$ cat src/rtl/core/tlpm_pkg.sv
// Shared definitions for the trie longest-prefix-match route table.
// Holds default sizes, field codes and the walker state type.
// No dependencies; used by every module in rtl/core.
package tlpm_pkg;

    // Default sizing for the top-level parameters
    localparam int MAX_NODES_DFLT  = 16384;
    localparam int PORT_COUNT_DFLT = 4;
    localparam int KEY_BITS_DFLT   = 32;

    // Fixed field widths
    localparam int HOP_W = 32;

    // Depth of the item queue between front and walker
    localparam int QUEUE_DEPTH = 2;

    // Item kind codes
    localparam logic KIND_INSERT = 1'b0;
    localparam logic KIND_LOOKUP = 1'b1;

    // Result status codes
    localparam logic STATUS_DONE = 1'b0;
    localparam logic STATUS_FULL = 1'b1;

    // Walker sequencer states
    typedef enum logic [1:0] {
        WALK_IDLE,
        WALK_STEP,
        WALK_FINISH
    } walk_state_t;

endpackage

$ cat src/rtl/core/tlpm_front.sv
// Front end of the route table: accepts transactions, classifies them and
// queues them for the trie walker. Depends on tlpm_pkg.
// The walk key and walk length are chosen here so the walker sees one form.
module tlpm_front #(
    parameter int KEY_BITS   = tlpm_pkg::KEY_BITS_DFLT,
    parameter int PORT_COUNT = tlpm_pkg::PORT_COUNT_DFLT,
    localparam int LEN_W     = $clog2(KEY_BITS + 1),
    localparam int PORT_W    = $clog2(PORT_COUNT)
) (
    input  logic                     clk,
    input  logic                     rst_n,
    // Input transaction side
    input  logic                     push,
    output logic                     full,
    input  logic                     kind,
    input  logic [KEY_BITS-1:0]      prefix_value,
    input  logic [LEN_W-1:0]         prefix_length,
    input  logic [tlpm_pkg::HOP_W-1:0] route_next_hop,
    input  logic [PORT_W-1:0]        route_port,
    input  logic [KEY_BITS-1:0]      dest_address,
    // Queued item toward the walker
    output logic                     item_valid,
    input  logic                     item_take,
    output logic                     item_kind,
    output logic [KEY_BITS-1:0]      item_key,
    output logic [LEN_W-1:0]         item_len,
    output logic [tlpm_pkg::HOP_W-1:0] item_hop,
    output logic [PORT_W-1:0]        item_port
);

    localparam int PTR_W = (tlpm_pkg::QUEUE_DEPTH > 1) ? $clog2(tlpm_pkg::QUEUE_DEPTH) : 1;
    localparam int CNT_W = $clog2(tlpm_pkg::QUEUE_DEPTH + 1);

    logic                       kind_q [tlpm_pkg::QUEUE_DEPTH];
    logic [KEY_BITS-1:0]        key_q  [tlpm_pkg::QUEUE_DEPTH];
    logic [LEN_W-1:0]           len_q  [tlpm_pkg::QUEUE_DEPTH];
    logic [tlpm_pkg::HOP_W-1:0] hop_q  [tlpm_pkg::QUEUE_DEPTH];
    logic [PORT_W-1:0]          port_q [tlpm_pkg::QUEUE_DEPTH];

    logic [PTR_W-1:0] wr_ptr_reg, wr_ptr_next;
    logic [PTR_W-1:0] rd_ptr_reg, rd_ptr_next;
    logic [CNT_W-1:0] count_reg, count_next;

    logic                do_push;
    logic                do_pop;
    logic [KEY_BITS-1:0] key_in;
    logic [LEN_W-1:0]    len_in;

    assign full       = (count_reg == CNT_W'(tlpm_pkg::QUEUE_DEPTH));
    assign item_valid = (count_reg != '0);
    assign do_push    = push && !full;
    assign do_pop     = item_take && item_valid;

    // Classify: pick the walk key, saturate insert length, lookups walk all bits
    always_comb
    begin
        if (kind == tlpm_pkg::KIND_LOOKUP)
        begin
            key_in = dest_address;
            len_in = LEN_W'(KEY_BITS);
        end
        else
        begin
            key_in = prefix_value;
            if (prefix_length > LEN_W'(KEY_BITS))
                len_in = LEN_W'(KEY_BITS);
            else
                len_in = prefix_length;
        end
    end

    // Advance pointers and occupancy
    always_comb
    begin
        wr_ptr_next = wr_ptr_reg;
        rd_ptr_next = rd_ptr_reg;
        count_next  = count_reg;
        if (do_push)
        begin
            if (wr_ptr_reg == PTR_W'(tlpm_pkg::QUEUE_DEPTH - 1))
                wr_ptr_next = '0;
            else
                wr_ptr_next = wr_ptr_reg + PTR_W'(1);
        end
        if (do_pop)
        begin
            if (rd_ptr_reg == PTR_W'(tlpm_pkg::QUEUE_DEPTH - 1))
                rd_ptr_next = '0;
            else
                rd_ptr_next = rd_ptr_reg + PTR_W'(1);
        end
        if (do_push && !do_pop)
            count_next = count_reg + CNT_W'(1);
        else if (do_pop && !do_push)
            count_next = count_reg - CNT_W'(1);
    end

    always_ff @(posedge clk or negedge rst_n)
    begin
        if (!rst_n)
        begin
            wr_ptr_reg <= '0;
            rd_ptr_reg <= '0;
            count_reg  <= '0;
        end
        else
        begin
            wr_ptr_reg <= wr_ptr_next;
            rd_ptr_reg <= rd_ptr_next;
            count_reg  <= count_next;
        end
    end

    // Hold queued payload
    always_ff @(posedge clk)
    begin
        if (do_push)
        begin
            kind_q[wr_ptr_reg] <= kind;
            key_q[wr_ptr_reg]  <= key_in;
            len_q[wr_ptr_reg]  <= len_in;
            hop_q[wr_ptr_reg]  <= route_next_hop;
            port_q[wr_ptr_reg] <= route_port;
        end
    end

    assign item_kind = kind_q[rd_ptr_reg];
    assign item_key  = key_q[rd_ptr_reg];
    assign item_len  = len_q[rd_ptr_reg];
    assign item_hop  = hop_q[rd_ptr_reg];
    assign item_port = port_q[rd_ptr_reg];

endmodule

$ cat config.mk
export PLATFORM = sky130hd
export DESIGN_NAME = tlpm_front
export DESIGN_NICKNAME = d
export VERILOG_FILES = /design/src/rtl/core/tlpm_pkg.sv /design/src/rtl/core/tlpm_front.sv
export SDC_FILE = /design/constraint.sdc
export NUM_CORES = 1
export LEC_CHECK = 0
export ABC_AREA = 1
export BUFFER_PORTS_ARGS = -buffer_cell sky130_fd_sc_hd__buf_2
export CAP_MARGIN = 40
export CORE_MARGIN = 10
export CORE_UTILIZATION = 46
export DETAILED_ROUTE_END_ITERATION = 10
export PLACE_DENSITY = 0.76
export SETUP_SLACK_MARGIN = 0.2
export SLEW_MARGIN = 40
export SYNTH_ARGS = -nofsm -noshare
export SYNTH_HDL_FRONTEND = slang
export SYNTH_SLANG_ARGS = --single-unit
$ cat constraint.sdc
create_clock -name clk -period 4.2 [get_ports clk]
set_input_delay 0.42 -clock clk [delete_from_list [all_inputs] [get_ports clk]]
set_output_delay 0.42 -clock clk [all_outputs]
set_load 0.02 [all_outputs]
# Word level (Yosys, flattened, before mapping)

Memories as Yosys holds them, arrays and structs flattened.
Cells that the tools add are included.

Memories: 5
Register bits: 4
Memory bits (writable): 146
Bits of input ports: 109
Output and inout port bits: 75
Logic and storage cells: 32

Memory list:

| memory | depth | bits a word | rd ports | clocked after Yosys merged registers in | wr ports | line             | text |
|---|---|---|---|---|---|---|---|
| hop_q  | 2     | 32          | 1        | 0                                       | 1        | tlpm_front.sv:37 | `logic [tlpm_pkg::HOP_W-1:0] hop_q [tlpm_pkg::QUEUE_DEPTH];` |
| key_q  | 2     | 32          | 1        | 0                                       | 1        | tlpm_front.sv:35 | `logic [KEY_BITS-1:0] key_q [tlpm_pkg::QUEUE_DEPTH];` |
| len_q  | 2     | 6           | 1        | 0                                       | 1        | tlpm_front.sv:36 | `logic [LEN_W-1:0] len_q [tlpm_pkg::QUEUE_DEPTH];` |
| port_q | 2     | 2           | 1        | 0                                       | 1        | tlpm_front.sv:38 | `logic [PORT_W-1:0] port_q [tlpm_pkg::QUEUE_DEPTH];` |
| kind_q | 2     | 1           | 1        | 0                                       | 1        | tlpm_front.sv:34 | `logic kind_q [tlpm_pkg::QUEUE_DEPTH];` |

$lt $le $gt $ge: 1
Add/subtract/negate cells: 4
Eq/ne operators: 1
Multiplexer cells: 9
Reductions and logical operators: 9

Operator list:

| cell                | number |
|---|---|
| $mux 32             | 1 |
| $mux 6              | 2 |
| $gt 6x6->1 const B  | 1 |
| $logic_and 1x1->1   | 4 |
| $mux 1              | 4 |
| $mux 2              | 2 |
| $reduce_bool 2->1   | 2 |
| $logic_not 1->1     | 3 |
| $add 1x1->1 const B | 2 |
| $add 2x1->2 const B | 1 |
| $eq 2x2->1 const B  | 1 |
| $sub 2x1->2 const B | 1 |

# Depth between registers and ports, before layout

Depth after elaboration: 7
Mapped depth: 9
Mapped depth without buffers: 9

# Worst setup path before layout

OpenSTA, ideal clock, no wires.

Path type: register -> register
From: register count_reg[1]
To: memory hop_q[1][0] (netlist name) (enable)
Required time: 3.694 ns
Setup slack: 0.094 ns
Period minus slack after synthesis: 4.106 ns
Cell stages (with the launch flop): 4
Data arrival time: 3.600 ns
Buffers on the path: 0
Setup time: 0.506 ns
Path through: dfrtp_1 -> inv_2 -> o21ai_1 -> nor2_1

Cells in the longest elaborated chain, start to end: 5

RTL lines:

| element                      | line              | text |
|---|---|---|
| start: declaration           | tlpm_front.sv:42  | `logic [CNT_W-1:0] count_reg, count_next;` |
| start signal: assignment     | tlpm_front.sv:110 | `count_reg <= count_next;` |
| $eq 2x2->1                   | tlpm_front.sv:49  | `assign full = (count_reg == CNT_W'(tlpm_pkg::QUEUE_DEPTH));` |
| $logic_not 1->1              | tlpm_front.sv:51  | `assign do_push = push && !full;` |
| $logic_and 1x1->1            | tlpm_front.sv:51  |  |
| $mux 1                       | tlpm_front.sv:117 | `if (do_push)` |
| $mux 1 (not written as such) | tlpm_front.sv:122 | `hop_q[wr_ptr_reg] <= route_next_hop;` |
| end: declaration             | tlpm_front.sv:37  |  |

No other way between the ends.

# Final worst setup path

From: register rd_ptr_reg
To: output item_key[15]

Cells in the longest elaborated chain, start to end: 1

RTL lines:

| element                  | line              | text |
|---|---|---|
| start: declaration       | tlpm_front.sv:41  | `logic [PTR_W-1:0] rd_ptr_reg, rd_ptr_next;` |
| start signal: assignment | tlpm_front.sv:109 | `rd_ptr_reg <= rd_ptr_next;` |
| $mem_v2 2x32             | n/a               |  |
| end: declaration         | tlpm_front.sv:25  | `output logic [KEY_BITS-1:0] item_key,` |

No other way between the ends.

==> flow_summary_export.csv <==
group,metric,value,unit
detailed_routing,wl_met2,6.75,mm
floorplanning,coreArea,12800,um2
clocking,cts_buffers,17,
critical_path,arrival,2.21,ns
finish,layoutNonFillerInstCount,897,
detailed_routing,firstDrtPassIters,5,
synthesis,ys.warnings.count,0,
clocking,cts.sinks,150,
sta,relSlewSlack,0.492,
grt,grt_pass1_vias,4389,
grt,grt_max_degree,74,
clocking,cts_resized,0,
sta,max_freq,380,MHz
clocking,root_buffer,"clkbuf_16",
power_and_ir_drop,ir_drop,0.267,mV
placed_design,placed_cells,864,
sta,setup_violations,0,
floorplanning,num_rows,41,
finish,final_core_util,0.601,
finish,drive_above_1_share,0.316,
placed_design,routabilityCongestion,0.787,
critical_path,end_kind,"output pin",
synthesis,synth_area,6080,um2
power_and_ir_drop,p_leak,3.51,nW
placed_design,place.detailed.hpwl,9.56,mm
sta,worstMarginPinSlew,0.760,ns
status,outcome,"completed",
finish,top_regs,"hop_q: 64 flops, key_q: 64 flops, len_q: 12 flops",
detailed_routing,drt-met1-wl,5.90,mm
placed_design,dpl-instance-area,7060,um2
clocking,clockBufferDepth,2,
clocking,cts_tree,"yes",
sta,maxSlewViolCount,0,
clocking,cts.reportedPaths.clkPinSlew,0.06,ns
floorplanning,fp.dieH,135,um
synthesis,syn_nets,638,
grt,grt_usage,0.154,
sta,hold_viol,0,
critical_path,r2r_cells,4,
finish,antenna_cells,0,
synthesis,ys_seq_area_frac,0.738,
finish,final_cell_mix,"nand2_1, buf_2, edfxtp_1",
sta,tns,0,ns
detailed_routing,ant_nets,0,
critical_path,cp.required,3.78,ns
finish,layout_commonest_cell,"nand2_1",
floorplanning,io_pins,184,
job,maxCapViolCount,0,
synthesis,yosys.area.top_type,"edfxtp_1",
synthesis,syn_avg_cell_area,11.5,um2
placed_design,io_buffers,183,
critical_path,startpoint_type,"flip-flop",
synthesis,syn-instance-count,528,
synthesis,synth.distinct_cells,21,
detailed_routing,routed_via_density,4.78,
sta,min_period,2.63,ns
sta,post-route-period-util,0.627,
grt,grt_pass1_wl,22.0,mm
grt,antenna_found_initial,0,
detailed_routing,routedWlPerCell,15.7,um
detailed_routing,initialDrtViolationCount,295,
critical_path,path_max_fanout,41,
worst_hold_path,hp-class,"in2reg",
synthesis,synth_top_area_frac,0.721,
finish,nFillCells,1042,
critical_path,path_class,"reg2out",
floorplanning,start_util,0.476,
clocking,clk-insertion-delay-late,0.41,ns
clocking,htree_levels,4,
sta,skew,0.0135,ns
floorplanning,die_w,135,um
finish,post-route-cell-area,7670,um2
detailed_routing,vias,4285,
detailed_routing,met3WireLength,1.34,mm
detailed_routing,drc,0,
clocking,cts_setup_buffers,0,
power_and_ir_drop,power_density,729,nW/um2
sta,rsz0062_at_grt,"false",
detailed_routing,dr.max_layer_used,"met4",
finish,nets,822,
synthesis,synth_area_leaders,"edfxtp_1, nand2_1, buf_6",
detailed_routing,wirelength,14.1,mm
worst_hold_path,hold_depth,1,
floorplanning,die-area,18200,um2
finish,area_delta_synth_final,26.2,%
synthesis,ys_ff_latch,150,
clocking,hold_buffers,1,
grt,grt_overflow,0,
## metal layers
layer | vias to the layer above | global-route usage
li1 | 2102 | -
met1 | 1993 | 0.185
met2 | 183 | 0.249
met3 | 7 | 0.0638
met4 | 0 | 0.0472
met5 | - | 0
## cells in the mapped netlist
master / instances
buf_4: 5
nand2_1: 322
clkbuf_1: 1
nand4_1: 1
o21ai_1: 1
inv_4: 1
xor2_1: 1
inv_1: 7
nor2_1: 7
nor2_2: 3
or2_4: 1
ha_1: 1
a21oi_1: 3
xnor2_1: 1
dfrtp_1: 4
nand3_1: 2
inv_2: 2
buf_6: 14
nand2_2: 2
edfxtp_1: 146
buf_2: 3
## worst max-delay path: stages (launching register included)
cell and delay [ns]:
dfrtp_2 0.41, inv_2 0.52, buf_4 0.50, nand2_1 0.09
nand2_1 0.09, buf_2 0.17
## power by group
part / total, mW / switching [mW] / leakage (nW) / internal (mW)
sequential: 2.14 / 0.0876 / 1.41 / 2.05
combinational: 1.93 / 1.40 / 1.81 / 0.531
clock: 1.53 / 0.589 / 0.294 / 0.938
## worst paths after layout
kind                                    start           end  slack, ns
setup / recovery                   rd_ptr_reg  item_key[15]       1.57
min in group asynchronous               rst_n  count_reg[1]       0.35
hold / removal             route_next_hop[12]  hop_q[0][12]       0.20
max in group asynchronous               rst_n    rd_ptr_reg       3.71
hold reg to reg                  count_reg[1]  count_reg[1]       0.49
setup reg to reg                 count_reg[1]  hop_q[1][10]       2.21
## logic make-up (layout without fill, tap and decap cells)
family                   count (synthesis)  count (layout)  synth area share
flip-flops                             150             150             0.738
buffers and inverters                   33             230            0.0418
AND/OR/NAND/NOR                        338             338             0.212
adder cells (fa/ha/maj)                  1               1           0.00206
XOR/XNOR                                 2               2           0.00288
AO/OA/AOI/OAI                            4               4           0.00329
## area by class of cell
class | count | area, um2 | share of cell area
clock buffer | 17 | 425 | 0.0554
clock inverter | 15 | 179 | 0.0233
inverter | 10 | 40.0 | 0.00522
multi-input combinational | 345 | 1360 | 0.177
sequential | 150 | 4490 | 0.585
tap | 172 | 215 | 0.0280
timing repair buffer | 188 | 972 | 0.127
## metrics by stage
| stage | hold slack (ns) | power (mW) | worst slack, ns |
|---|---|---|---|
| 6_report | 0.197 | 5.60 | 1.57 |
| 3_5_place_dp | 0.233 | 4.14 | 1.96 |
| 2_1_floorplan | 0.124 | 3.53 | 1.31 |
| 4_1_cts | 0.179 | 5.68 | 1.52 |
| 3_3_place_gp | 0.229 | 4.10 | 2.00 |
| 5_1_grt | 0.178 | 5.92 | 1.38 |
(Power assumes the default switching activity.)
